`config.mk`:
```
export PLATFORM = sky130hd
export DESIGN_NAME = fcd_cfg
export DESIGN_NICKNAME = d
export VERILOG_FILES = /design/src/rtl/fcd_pkg.sv /design/src/rtl/fcd_cfg.sv
export SDC_FILE = /design/constraint.sdc
export NUM_CORES = 1
export LEC_CHECK = 0
export BUFFER_PORTS_ARGS = -buffer_cell sky130_fd_sc_hd__buf_4
export CORE_MARGIN = 2
export CORE_UTILIZATION = 30
export DETAILED_ROUTE_END_ITERATION = 10
export REMOVE_ABC_BUFFERS = 1
export SLEW_MARGIN = 10
export SYNTH_ARGS = -nofsm -noshare
export SYNTH_HDL_FRONTEND = slang
export SYNTH_SLANG_ARGS = --single-unit
```
`constraint.sdc`:
```
create_clock -name clk_i -period 1.8 [get_ports clk_i]
set_input_delay 0.36 -clock clk_i [delete_from_list [all_inputs] [get_ports clk_i]]
set_output_delay 0.36 -clock clk_i [all_outputs]
set_load 0.005 [all_outputs]
```
`src/rtl/fcd_pkg.sv`:
```
// ----------------------------------------------------------------------------
// fcd_pkg
// Shared types and constants of the frontier cell detector: configuration
// register indexes, field widths and the cell descriptor passed between the
// position tracker and the judge stage.
// ----------------------------------------------------------------------------
`timescale 1ns / 1ps

package fcd_pkg;

  // Fixed field widths
  localparam int PIX_W      = 8;
  localparam int COORD_W    = 10;
  localparam int CFG_IDX_W  = 2;
  localparam int CFG_DATA_W = 11;

  // Configuration register defaults
  localparam logic [PIX_W-1:0] FREE_RST    = 8'd254;
  localparam logic [PIX_W-1:0] UNKNOWN_RST = 8'd205;
  localparam int               DIM_RST     = 1024;

  // Configuration register indexes
  typedef enum logic [CFG_IDX_W-1:0] {
    CFG_FREE    = 2'd0,
    CFG_UNKNOWN = 2'd1,
    CFG_WIDTH   = 2'd2,
    CFG_HEIGHT  = 2'd3
  } cfg_idx_e;

  // One line-store word: upper row on top, centre row below
  typedef struct packed {
    logic [PIX_W-1:0] upper;
    logic [PIX_W-1:0] centre;
  } line_word_t;

  // Position of the cell that an item completes, and its border flags
  typedef struct packed {
    logic [COORD_W-1:0] row;
    logic [COORD_W-1:0] col;
    logic               vld;     // item completes a cell of the image
    logic               has_up;
    logic               has_dn;
    logic               has_lf;
    logic               has_rt;
    logic               last;    // final cell of the frame
  } cell_t;

endpackage

```
`src/rtl/fcd_cfg.sv`:
```
// ----------------------------------------------------------------------------
// fcd_cfg
// Configuration registers. Image dimensions are clamped to 1..MAX on write;
// a geometry write pulses a restart of the input position counters.
// ----------------------------------------------------------------------------
`timescale 1ns / 1ps

module fcd_cfg import fcd_pkg::*; #(
  parameter int MAX_WIDTH  = 1024,
  parameter int MAX_HEIGHT = 1024,
  parameter int WW         = $clog2(MAX_WIDTH + 1),
  parameter int HW         = $clog2(MAX_HEIGHT + 1)
) (
  input  logic                  clk_i,
  input  logic                  rst_ni,
  input  logic                  cfg_valid_i,
  output logic                  cfg_ready_o,
  input  logic [CFG_IDX_W-1:0]  cfg_index_i,
  input  logic [CFG_DATA_W-1:0] cfg_data_i,
  output logic [PIX_W-1:0]      free_o,
  output logic [PIX_W-1:0]      unknown_o,
  output logic [WW-1:0]         width_o,
  output logic [HW-1:0]         height_o,
  output logic                  restart_o
);

  localparam logic [WW-1:0] WIDTH_RST  = WW'((MAX_WIDTH < DIM_RST) ? MAX_WIDTH : DIM_RST);
  localparam logic [HW-1:0] HEIGHT_RST = HW'((MAX_HEIGHT < DIM_RST) ? MAX_HEIGHT : DIM_RST);

  logic [PIX_W-1:0] free_q, free_d;
  logic [PIX_W-1:0] unknown_q, unknown_d;
  logic [WW-1:0]    width_q, width_d, width_clamp;
  logic [HW-1:0]    height_q, height_d, height_clamp;
  logic             wr_en;

  assign cfg_ready_o = 1'b1;
  assign wr_en       = cfg_valid_i & cfg_ready_o;

  // Clamp written dimensions into 1..MAX
  always_comb begin
    if (cfg_data_i == '0) begin
      width_clamp  = WW'(1);
      height_clamp = HW'(1);
    end else begin
      width_clamp  = (32'(cfg_data_i) > MAX_WIDTH)  ? WW'(MAX_WIDTH)  : WW'(cfg_data_i);
      height_clamp = (32'(cfg_data_i) > MAX_HEIGHT) ? HW'(MAX_HEIGHT) : HW'(cfg_data_i);
    end
  end

  // Decode the register write
  always_comb begin
    free_d    = free_q;
    unknown_d = unknown_q;
    width_d   = width_q;
    height_d  = height_q;
    restart_o = 1'b0;
    if (wr_en) begin
      case (cfg_idx_e'(cfg_index_i))
        CFG_FREE:    free_d    = cfg_data_i[PIX_W-1:0];
        CFG_UNKNOWN: unknown_d = cfg_data_i[PIX_W-1:0];
        CFG_WIDTH: begin
          width_d   = width_clamp;
          restart_o = 1'b1;
        end
        CFG_HEIGHT: begin
          height_d  = height_clamp;
          restart_o = 1'b1;
        end
        default: ;
      endcase
    end
  end

  always_ff @(posedge clk_i or negedge rst_ni) begin
    if (!rst_ni) begin
      free_q    <= FREE_RST;
      unknown_q <= UNKNOWN_RST;
      width_q   <= WIDTH_RST;
      height_q  <= HEIGHT_RST;
    end else begin
      free_q    <= free_d;
      unknown_q <= unknown_d;
      width_q   <= width_d;
      height_q  <= height_d;
    end
  end

  assign free_o    = free_q;
  assign unknown_o = unknown_q;
  assign width_o   = width_q;
  assign height_o  = height_q;

endmodule

```
======== Yosys cells after proc, flatten, opt, wreduce, memory -nomap -nowiden ========
Cells that the tools add are included.
cells by class
  magnitude comparators ................... 1
  reductions and logical operators ........ 7
  equal/unequal tests ..................... 3
  multiplexer cells ....................... 4
operators by type and width
  kind                    number
  $mux W11                2
  $gt A11 B11 Y1 const B  1
  $logic_not A11 Y1       1
  $reduce_and A2 Y1       4
  $eq A2 B2 Y1 const B    2
  $eq A2 B1 Y1 const B    1
  $logic_not A2 Y1        1
  $mux W1                 2
  $reduce_or A2 Y1        1
storage, ports and cells
  input port bits ......................... 16
  output and inout bits ................... 40
  flip-flop bits (word level) ............. 38

======== Depth between registers and ports, before layout ========
  word-level depth ........................ 4
  mapped depth ............................ 5
  mapped depth without buffers ............ 3

======== Worst setup path after synthesis ========
OpenSTA, ideal clock, no wires.
  path type ............................... input -> register
  start point ............................. input port cfg_index_i[0]
  end point ............................... register free_q[0], in the netlist free_o[0]
  buffers on the path ..................... 1
  stages on the path ...................... 3
  data required time ...................... 1,675 ps
  setup slack ............................. 468 ps
  arrival ................................. 1,207 ps
  cell sequence ........................... buf_2 nor3b_4 mux2_2
on the way
  longest elaborated chain between the ends .. 2
RTL lines
  element                      RTL line       source
  start, declared              fcd_cfg.sv:18  input logic [CFG_IDX_W-1:0] cfg_index_i,
  $logic_not A2 Y1             fcd_cfg.sv:58  case (cfg_idx_e'(cfg_index_i))
  $reduce_and A2 Y1 (no line)  --
  end signal, assigned         fcd_cfg.sv:81  free_q <= free_d;
  end, declared                fcd_cfg.sv:30  logic [PIX_W-1:0] free_q, free_d;
No other way between the ends.
A chain may end at the register's enable or synchronous reset.

======== Worst setup path in the final report ========
  start point ............................. register free_q[3], in the netlist free_o[3]
  end point ............................... output port free_o[3]
RTL lines
  element        RTL line       source
  end, declared  fcd_cfg.sv:20  output logic [PIX_W-1:0] free_o,
No word-level cell between the ends.

==> results.cfg <==
[status]
status = finished, final reports clean

[placement]
post_dp_cell_area_um2 = 2000
dp_slack_ns = 0.319
place.gp.congestion = 0.722
io_buffer_count = 54
dp.cells = 241
post-dp-hpwl_mm = 2.45

[drt]
via_count = 1082
wl_per_cell_um = 13.1
dr.pass1.iters = 4
antenna_left = 0
drc_errors = 0
drt_wl_total_mm = 3.26
avgViaCountPerCell = 4.35
drtIter0Drc = 42

[pwr]
power_w = 0.00210
leakagePower_nw = 0.955
p_per_area_nw_per_um2 = 1010
worst_ir_drop_vdd_mv = 0.540

[clocking]
cts_buffer_depth = 2
cts_buffers = 5
cts.htree.levels = 2
cts_root_buf = clkbuf_8
hold_buffers = 0
clk-insertion-delay-late_ns = 0.28
cts_tree = done
clkSinkCount = 38
clk_pin_slew_worst_paths_ns = 0.07
cts_setup_buffers = 0
post_cts_resized = 0

[critical_path]
cp_max_fo = 2
worst_setup_path_end_kind = output port
path_cells = buf_4
path_class = flip-flop to output port
cp.arrival_ns = 0.94
cp_top_family = flip-flops
crit_slowest_cell = dfstp_2
start_kind = flip-flop
cp.buffers_inverters = 1
critPathMaxStageDelay_ns = 0.55
worstPathRequired_ns = 1.44

[sta]
rsz0062_at_grt = false
setup_viol = 0
period_share = 0.721
setup_ws_ns = 0.502
fin_crit_ns = 1.30
finalHoldViolCount = 0
drv_slew = 0
fin_setup_tns_ns = 0
fin_worst_skew_ns = 0
fmax_mhz = 770

[min_path]
hold_path.class = input port to asynchronous set/reset pin

[flow_run]
max_cap_violations = 0

[final_layout]
layout.cells.non_filler = 249
fin_area_um2 = 2080
area_delta_synth_final_pct = 35.3
finalNetCount = 194
drive_above_1_share = 0.536
diodes = 0

[floorplan]
rows = 26
die-width_um = 75.6
fp.dieArea_um2 = 5710
coreArea_um2 = 5010
start_util = 0.307
die_y_um = 75.6
ios = 56

[synth]
synth_area_um2 = 1540
yosys_warnings = 0
ys_ff_latch = 38
synth.distinct_cells = 20
ys_seq_area_frac = 0.630
synth.avg_cell_area_um2 = 12.5
synth_cells = 123

[grt]
track_usage = 0.134
grt-ovfl-total = 0
grt_pass1_vias = 1093
antenna_found_initial = 0
grt_pass1_wl_mm = 5.53
grt_max_degree = 39
## kinds of logic after synthesis
| kind of cell | share of synthesized area |
|---|---|
| muxes | 0.132 |
| other | 0.00244 |
| and+or+nand+nor | 0.137 |
| AOI/OAI and AO/OA | 0.0766 |
| DFF | 0.630 |
| buffers and inverters | 0.0220 |
## layout make-up
class	count	area, µm²
fillers	535	2930
clock buffers	8	80.1
flip-flops and latches	38	968
repair buffers	54	405
multi-input cells	78	534
inverters	1	3.75
well taps	70	87.6
## cell usage after synthesis
cell type	n	share of area
o21ai_0	18	0.059
nand2_1	18	0.044
and2_2	1	0.0049
dfrtp_1	24	0.39
mux2_2	18	0.13
a41oi_1	2	0.011
dfstp_2	14	0.24
nand3b_2	2	0.015
nand3_1	1	0.0033
buf_4	1	0.0049
conb_1	1	0.0024
inv_1	1	0.0024
nor3b_4	1	0.012
nand3_2	1	0.0065
a21oi_1	2	0.0065
clkbuf_1	2	0.0049
nor4_1	2	0.0081
nor2_1	1	0.0024
buf_2	3	0.0098
nand2b_1	10	0.041
## metal layers
layer,track usage,part of all wire
met1,0.172,0.44
met2,0.212,0.50
met3,0.0503,0.047
met4,0.0409,0.013
met5,0,0
## flip-flops by register name (all words and copies together) (netlist names)
signal	count
free_o	8
unknown_o	8
height_o	11
width_o	11
## metrics by stage
stage	hold WS, ns	utilization
final	0.0282	0.415
after floorplan	0.0644	-
after global placement	0.355	0.399
after global routing	0.0652	0.415
after CTS	0.0377	0.415
after detailed placement	0.352	0.399
## layout by cell type, fill, tap and decap left out, drive strengths merged
cell type / count
buf: 54
dfrtp: 24
mux2: 18
nand2: 18
o21ai: 18
dfstp: 14
nand2b: 10
clkbuf: 8
nand3b: 2
nor4: 2
a21oi: 2
a41oi: 2
nand3: 2
and2: 1
inv: 1
nor2: 1
nor3b: 1
conb: 1
## final timing paths
check	startpoint	to	slack (ns)	depth (start not counted)
setup / recovery	free_o[3]	free_o[3]	0.50	1
hold / removal	rst_ni	unknown_o[4]	0.03	1
setup reg to reg	free_o[0]	free_o[0]	1.04	1
hold reg to reg	width_o[6]	width_o[6]	0.48	2
max in group asynchronous	rst_ni	free_o[7]	1.41	1
min in group clk_i	cfg_data_i[0]	unknown_o[0]	0.33	2
## where the power goes
group	total, W	internal [W]	switching [W]
Clock	0.000543	0.000275	0.000268
Combinational	0.000444	0.000274	0.000170
Sequential	0.00111	0.00103	0.0000752
(Power assumes the default switching activity.)
