===== config.mk =====
export PLATFORM = sky130hd
export DESIGN_NAME = fcd_judge
export DESIGN_NICKNAME = d
export VERILOG_FILES = /design/src/rtl/fcd_pkg.sv /design/src/rtl/fcd_judge.sv
export SDC_FILE = /design/constraint.sdc
export NUM_CORES = 1
export LEC_CHECK = 0
export BUFFER_PORTS_ARGS = -buffer_cell sky130_fd_sc_hd__buf_2
export CAP_MARGIN = 30
export CORE_MARGIN = 1.5
export CORE_UTILIZATION = 42
export DETAILED_ROUTE_END_ITERATION = 6
export PLACE_DENSITY = 0.84
export SLEW_MARGIN = 10
export SYNTH_ARGS = -nofsm -noshare
export SYNTH_HDL_FRONTEND = slang
export SYNTH_SLANG_ARGS = --single-unit

===== constraint.sdc =====
create_clock -name clk_i -period 1.32 [get_ports clk_i]
set_input_delay 0 -clock clk_i [delete_from_list [all_inputs] [get_ports clk_i]]
set_output_delay 0 -clock clk_i [all_outputs]
set_load 0.1 [all_outputs]

===== src/rtl/fcd_pkg.sv =====
// ----------------------------------------------------------------------------
// fcd_pkg
// Shared types and constants of the frontier cell detector: configuration
// register indexes, field widths and the cell descriptor passed between the
// position tracker and the judge stage.
// ----------------------------------------------------------------------------
`timescale 1ns / 1ps

package fcd_pkg;

  // Fixed field widths
  localparam int PIX_W      = 8;
  localparam int COORD_W    = 10;
  localparam int CFG_IDX_W  = 2;
  localparam int CFG_DATA_W = 11;

  // Configuration register defaults
  localparam logic [PIX_W-1:0] FREE_RST    = 8'd254;
  localparam logic [PIX_W-1:0] UNKNOWN_RST = 8'd205;
  localparam int               DIM_RST     = 1024;

  // Configuration register indexes
  typedef enum logic [CFG_IDX_W-1:0] {
    CFG_FREE    = 2'd0,
    CFG_UNKNOWN = 2'd1,
    CFG_WIDTH   = 2'd2,
    CFG_HEIGHT  = 2'd3
  } cfg_idx_e;

  // One line-store word: upper row on top, centre row below
  typedef struct packed {
    logic [PIX_W-1:0] upper;
    logic [PIX_W-1:0] centre;
  } line_word_t;

  // Position of the cell that an item completes, and its border flags
  typedef struct packed {
    logic [COORD_W-1:0] row;
    logic [COORD_W-1:0] col;
    logic               vld;     // item completes a cell of the image
    logic               has_up;
    logic               has_dn;
    logic               has_lf;
    logic               has_rt;
    logic               last;    // final cell of the frame
  } cell_t;

endpackage


===== src/rtl/fcd_judge.sv =====
// ----------------------------------------------------------------------------
// fcd_judge
// Centre-row window and the lower/upper delays; judges the centre cell
// against its upper, lower, left and right neighbours and loads the result register.
// ----------------------------------------------------------------------------
`timescale 1ns / 1ps

module fcd_judge import fcd_pkg::*; (
  input  logic               clk_i,
  input  logic               rst_ni,
  input  logic [PIX_W-1:0]   free_i,
  input  logic [PIX_W-1:0]   unknown_i,
  input  logic               s1_vld_i,
  input  cell_t              s1_cell_i,
  input  logic [PIX_W-1:0]   s1_pixel_i,
  input  logic [PIX_W-1:0]   upper_i,
  input  logic [PIX_W-1:0]   centre_i,
  output logic               consume_o,
  output line_word_t         wr_data_o,
  output logic               out_valid_o,
  input  logic               out_stall_i,
  output logic [COORD_W-1:0] cell_row_o,
  output logic [COORD_W-1:0] cell_col_o,
  output logic               is_frontier_o,
  output logic               last_of_frame_o
);

  logic [PIX_W-1:0] win1_q, win2_q;
  logic [PIX_W-1:0] lower_q, updly_q;
  logic             out_vld_q, out_vld_d;
  logic [COORD_W-1:0] row_q, col_q;
  logic             front_q, last_q;
  logic             out_free, load, unk, front;

  // Take a held item that completes no cell, or one whose cell the result register can hold
  assign out_free  = ~out_vld_q | ~out_stall_i;
  assign consume_o = s1_vld_i & (~s1_cell_i.vld | out_free);
  assign load      = consume_o & s1_cell_i.vld;

  // Retire the column into the line stores
  assign wr_data_o.upper  = centre_i;
  assign wr_data_o.centre = s1_pixel_i;

  // Judge the centre cell; window after shift is win1, win2, centre_i
  always_comb begin
    unk   = (s1_cell_i.has_up && (updly_q  == unknown_i)) ||
            (s1_cell_i.has_dn && (lower_q  == unknown_i)) ||
            (s1_cell_i.has_lf && (win1_q   == unknown_i)) ||
            (s1_cell_i.has_rt && (centre_i == unknown_i));
    front = (win2_q == free_i) && unk;
  end

  // Shift the window and delays on every taken item
  always_ff @(posedge clk_i or negedge rst_ni) begin
    if (!rst_ni) begin
      win1_q  <= '0;
      win2_q  <= '0;
      lower_q <= '0;
      updly_q <= '0;
    end else if (consume_o) begin
      win1_q  <= win2_q;
      win2_q  <= centre_i;
      lower_q <= s1_pixel_i;
      updly_q <= upper_i;
    end
  end

  // Hold a result until taken
  always_comb begin
    if (load) begin
      out_vld_d = 1'b1;
    end else if (out_stall_i) begin
      out_vld_d = out_vld_q;
    end else begin
      out_vld_d = 1'b0;
    end
  end

  always_ff @(posedge clk_i or negedge rst_ni) begin
    if (!rst_ni) begin
      out_vld_q <= 1'b0;
    end else begin
      out_vld_q <= out_vld_d;
    end
  end

  always_ff @(posedge clk_i) begin
    if (load) begin
      row_q   <= s1_cell_i.row;
      col_q   <= s1_cell_i.col;
      front_q <= front;
      last_q  <= s1_cell_i.last;
    end
  end

  assign out_valid_o     = out_vld_q;
  assign cell_row_o      = row_q;
  assign cell_col_o      = col_q;
  assign is_frontier_o   = front_q;
  assign last_of_frame_o = last_q;

endmodule


=== Word-level counts from Yosys, hierarchy flattened ===
Index checks and enable logic that the tools add are counted.

* Word-level logic and storage cells: 32
* Flip-flop bits (word level): 55
* Output and inout port bits: 40

* Bitwise logic cells: 7
* Reductions and logical operators: 8
* Multiplexer cells: 2
* Equality and inequality tests: 6

{| class="wikitable"
|+ Operators by type and width
! cell !! count
|-
| == test 8 bit || 5
|-
| logical AND 1 bit || 5
|-
| logical OR 1 bit || 3
|-
| inverter 1 bit || 3
|-
| bitwise AND 1 bit || 2
|-
| two-way mux 1 bit || 2
|-
| inequality test 2 x 1 -> 1 bit (second input constant) || 1
|-
| bitwise OR 1 bit || 2
|}

=== Longest topological paths before layout ===
* Word-level depth: 6
* Depth in mapped cells: 6
* Mapped depth without buffers: 5

=== Worst setup path before layout ===
OpenSTA, ideal clock, no wires.

* Path kind: register to register
* Start point: register out_vld_q, in the netlist out_valid_o
* End point: register updly_q[0]
* Stages on the path, launching flop included: 7
* Library setup time: 119 ps
* Slack: -683 ps
* Path buffers: 1
* Arrival: 1,884 ps
* Period minus slack after synthesis: 2,003 ps
* Cell sequence: dfrtp_1 nand3_1 nand2_1 inv_1 buf_2 nand2_1 nand2_1

* Cells in the longest elaborated chain, start to end: 4

{| class="wikitable"
|+ Ends and longest elaborated chain
! element !! line !! source
|-
| from (decl) || fcd_judge.sv:30 || <nowiki>logic out_vld_q, out_vld_d;</nowiki>
|-
| from (signal assigned) || fcd_judge.sv:83 || <nowiki>out_vld_q <= out_vld_d;</nowiki>
|-
| inverter 1 bit || fcd_judge.sv:36 || <nowiki>assign out_free = ~out_vld_q | ~out_stall_i;</nowiki>
|-
| bitwise OR 1 bit || fcd_judge.sv:36 ||
|-
| bitwise OR 1 bit || fcd_judge.sv:37 || <nowiki>assign consume_o = s1_vld_i & (~s1_cell_i.vld | out_free);</nowiki>
|-
| bitwise AND 1 bit || fcd_judge.sv:37 ||
|-
| via consume_o || fcd_judge.sv:18 || <nowiki>output logic consume_o,</nowiki>
|-
| to (signal assigned) || fcd_judge.sv:64 || <nowiki>updly_q <= upper_i;</nowiki>
|-
| to (decl) || fcd_judge.sv:29 || <nowiki>logic [PIX_W-1:0] lower_q, updly_q;</nowiki>
|}

The timed path passes the listed nets, and every way through them passes these cells.
A chain may end at the register's enable or synchronous reset.

=== Worst setup path in the final report ===
* Start point: register updly_q[6]
* End point: register front_q, in the netlist is_frontier_o, data pin

* Cells in the longest elaborated chain, start to end: 6

{| class="wikitable"
|+ Ends and longest elaborated chain
! element !! line !! source
|-
| == test 8 bit || fcd_judge.sv:46 || <nowiki>unk = (s1_cell_i.has_up && (updly_q == unknown_i)) ||</nowiki>
|-
| logical AND 1 bit || fcd_judge.sv:46 ||
|-
| logical OR 1 bit || fcd_judge.sv:46 ||
|-
| logical OR 1 bit || fcd_judge.sv:47 || <nowiki>(s1_cell_i.has_dn && (lower_q == unknown_i)) ||</nowiki>
|-
| logical OR 1 bit || fcd_judge.sv:48 || <nowiki>(s1_cell_i.has_lf && (win1_q == unknown_i)) ||</nowiki>
|-
| logical AND 1 bit || fcd_judge.sv:50 || <nowiki>front = (win2_q == free_i) && unk;</nowiki>
|-
| via front || fcd_judge.sv:33 || <nowiki>logic out_free, load, unk, front;</nowiki>
|-
| to (signal assigned) || fcd_judge.sv:91 || <nowiki>front_q <= front;</nowiki>
|-
| to (decl) || fcd_judge.sv:32 || <nowiki>logic front_q, last_q;</nowiki>
|}

The timed path passes the listed nets, and every way through them passes these cells.

==> results by group <==
Outcome
  • Outcome: finished with violations
  • Failing checks: setup timing

Flow run
  • Max-cap viol count: 0

Clocking
  • Reg clk slew, reported paths: 0.10 ns
  • Root Buffer: clkbuf_8
  • Worst skew pair latency: 0.32 ns
  • Clock H-tree levels: 2
  • Clock Sinks: 55
  • Total CTS buffers: 5
  • CTS max path bufs: 2
  • CTS tree: built

Cells and area
  • Register Area: 1490 sq um
  • Fraction of layout cells with a size suffix above 1: 35.49%
  • Final instance area: 3719 sq um
  • Commonest cells after routing, fill and taps aside: buf_2, nand2_1, dlygate4sd3_1
  • Leading cell type in the layout, fill and taps excluded: buf_2
  • Multi-input logic area: 902.1 sq um
  • Layout net count: 455
  • Area Growth Syn to Fin: 49.65%
  • Final core occ: 66.31%
  • Fill cells: 413
  • Ant. Diodes: 0

Worst setup path
  • Critical Path RT: 1.48 ns
  • Critical path capture point type: flip-flop
  • Worst-path cell chain: xor2_1, nor4_2, nand4_1, a31oi_1
  • Top delay family on crit path: flip-flops
  • CP startpoint kind: flip-flop
  • WP buf/inv: 0
  • Slowest cell on crit path: dfrtp_1
  • CP max FO: 2
  • CP Data Arrival Time: 1.50 ns
  • Critical path class: flip-flop to flip-flop
  • CP max stage delay: 0.42 ns

Power
  • Pwr/cell area: 1133 nW/um^2
  • Worst vdd ir: 0.5177 mV
  • Internal Power: 2734 uW
  • Final Power: 4215 uW
  • Sw frac: 35.12%
  • Psw: 1480 uW
  • Leak: 0.001811 uW
  • Power share of the combinational group: 29.1%
  • Register share of total power: 48.5%
  • Clk pwr share: 22.3%

Logic synthesis
  • Yosys warnings: 0
  • Post-Syn Nets: 306
  • Seq cells post-synth: 55
  • Average cell area after synthesis: 10.53 sq um
  • Gate Count Post-Synth: 236
  • Netlist cell types: 19
  • Mapped cell area: 2485 sq um
  • Post-synthesis sequential area ratio: 59.82%

STA
  • Tmin final: 1.346 ns
  • Upper clock frequency limit: 742.8 MHz
  • Worst Clk Skew: 0.01224 ns
  • Final Hold Fails: 0
  • Worst setup margin: -0.02630 ns
  • RSZ-0062 raised after global routing: yes
  • Period utilization: 102.0%
  • Max-slew violation count: 0
  • Slew headroom: 50.67%
  • Fin Hold WS: 0.1010 ns
  • Slew @ Worst Pin: 0.7400 ns
  • Final setup violation count: 3

Detailed routing
  • DR iter-0 viols: 196
  • Vias/cell: 4.891
  • WL final: 7.393 mm
  • Post-route ant nets: 0
  • Via count: 2240
  • DRC: 0
  • WL/cell: 16.14 um
  • Drt pass-1 iters: 4

Floorplanning
  • Die ar.: 6387 sq um
  • Die width: 79.92 um
  • Core ar.: 5608 sq um
  • Top-Level Pins: 110
  • Initial core utilization: 44.31%
  • Die Y: 79.92 um
  • Rows: 27

Worst hold path
  • Worst min path class: input pin to flip-flop

Place
  • Port bufs: 109
  • Placed inst area: 3047 sq um
  • Post-DP HPWL: 4.215 mm
  • Final Wtd Congestion: 0.8305

GRT
  • First-pass GRT wire length: 10.61 mm
  • Initial antenna violation count: 0
  • Vias in the first global route: 2187
  • GRT Residual Overflow: 0
  • GRT Total Usage: 22.54%
  • Pin count of the biggest net entering global routing: 34
-- worst register-to-register path, stage by stage (launching register included) --
cell and delay (ns):
dfrtp_1 0.42, xor2_1 0.19, nor4_2 0.27, nand4_1 0.12, a31oi_1 0.18
-- cell families after synthesis --
group / Yosys count / synth area share, %
simple gates: 114 / 18.98
flops: 55 / 59.82
xor+xnor: 40 / 14.10
buf+inv: 24 / 6.294
compound gates: 3 / 0.8057
-- sequential cells by signal, summed over array words and instances (netlist names) --
name and cells:
out_valid_o 1, cell_row_o 10, cell_col_o 10, win1_q 8, win2_q 8, last_of_frame_o 1, updly_q 8, is_frontier_o 1
lower_q 8
-- final timing paths --
kind	startpoint	endpoint	slack [ns]	cells past startpoint
worst max-delay path	updly_q[6]	is_frontier_o	-0.03	4
worst min-delay path	s1_cell_i[1]	is_frontier_o	0.10	3
worst max register to register	updly_q[6]	is_frontier_o	-0.03	4
worst min register to register	updly_q[7]	updly_q[7]	0.51	2
max in group asynchronous	rst_ni	out_valid_o	0.51	2
min in group asynchronous	rst_ni	win2_q[0]	0.28	2
-- synthesized netlist by cell type --
cell | number | share of area, %
inv_1 | 1 | 0.15
and3_1 | 1 | 0.25
nand2_1 | 99 | 15
buf_4 | 16 | 4.8
clkbuf_1 | 1 | 0.15
clkbuf_2 | 1 | 0.20
edfxtp_1 | 22 | 27
nor4_1 | 3 | 0.76
a21o_1 | 1 | 0.30
nor4_2 | 2 | 1.0
buf_1 | 1 | 0.15
nor3_1 | 3 | 0.60
a31oi_1 | 2 | 0.50
xor2_1 | 25 | 8.8
xnor2_1 | 15 | 5.3
buf_2 | 4 | 0.81
dfrtp_1 | 33 | 33
nand3_1 | 2 | 0.40
nand4_1 | 4 | 1.0
-- layout make-up --
type | instances | share of cell area (%)
tap | 72 | 2.423
timing repair buffer | 164 | 30.65
sequential | 55 | 40.07
clock inverter | 2 | 0.4711
clock buffer | 6 | 1.952
multi-input combinational | 158 | 24.26
inverter | 1 | 0.1682
-- power by group through the flow --
stage / Combinational (uW) / Sequential [uW] / Clock [uW]
final: 1230 / 2050 / 940
after global routing: 1300 / 2060 / 1010
after CTS: 1180 / 2040 / 950
after detailed placement: 1040 / 2070 / 0
after global placement: 1020 / 2060 / 0
after floorplan: 562 / 2280 / 0
-- metal layers --
layer  track usage, %  wire length (um)
met2            41.68              3974
met1            25.70              2740
met4            8.276               240
met5                0                 0
met3            3.886               438
-- repair_timing --
item                                    CTS  global route
hold buffers                             47             0
setup buffers                             2             2
cloned                                    1             1
endpoints found under the setup margin    1            36
pin swaps                                 0             4
hold endpoints to repair                 79             0
resized for setup                         3             8
-- per-stage QoR --
| step | std cells | setup TNS [ns] | worst slack (ns) |
|---|---|---|---|
| 2_1_floorplan | 236 | -1.312 | -0.05962 |
| 3_3_place_gp | 397 | 0 | 0.06751 |
| 3_5_place_dp | 397 | 0 | 0.04093 |
| 4_1_cts | 455 | 0 | 0.01377 |
| 5_1_grt | 458 | -0.2820 | -0.09845 |
| 6_report | 458 | -0.04200 | -0.02630 |
Power figures use the tool's default switching activity.
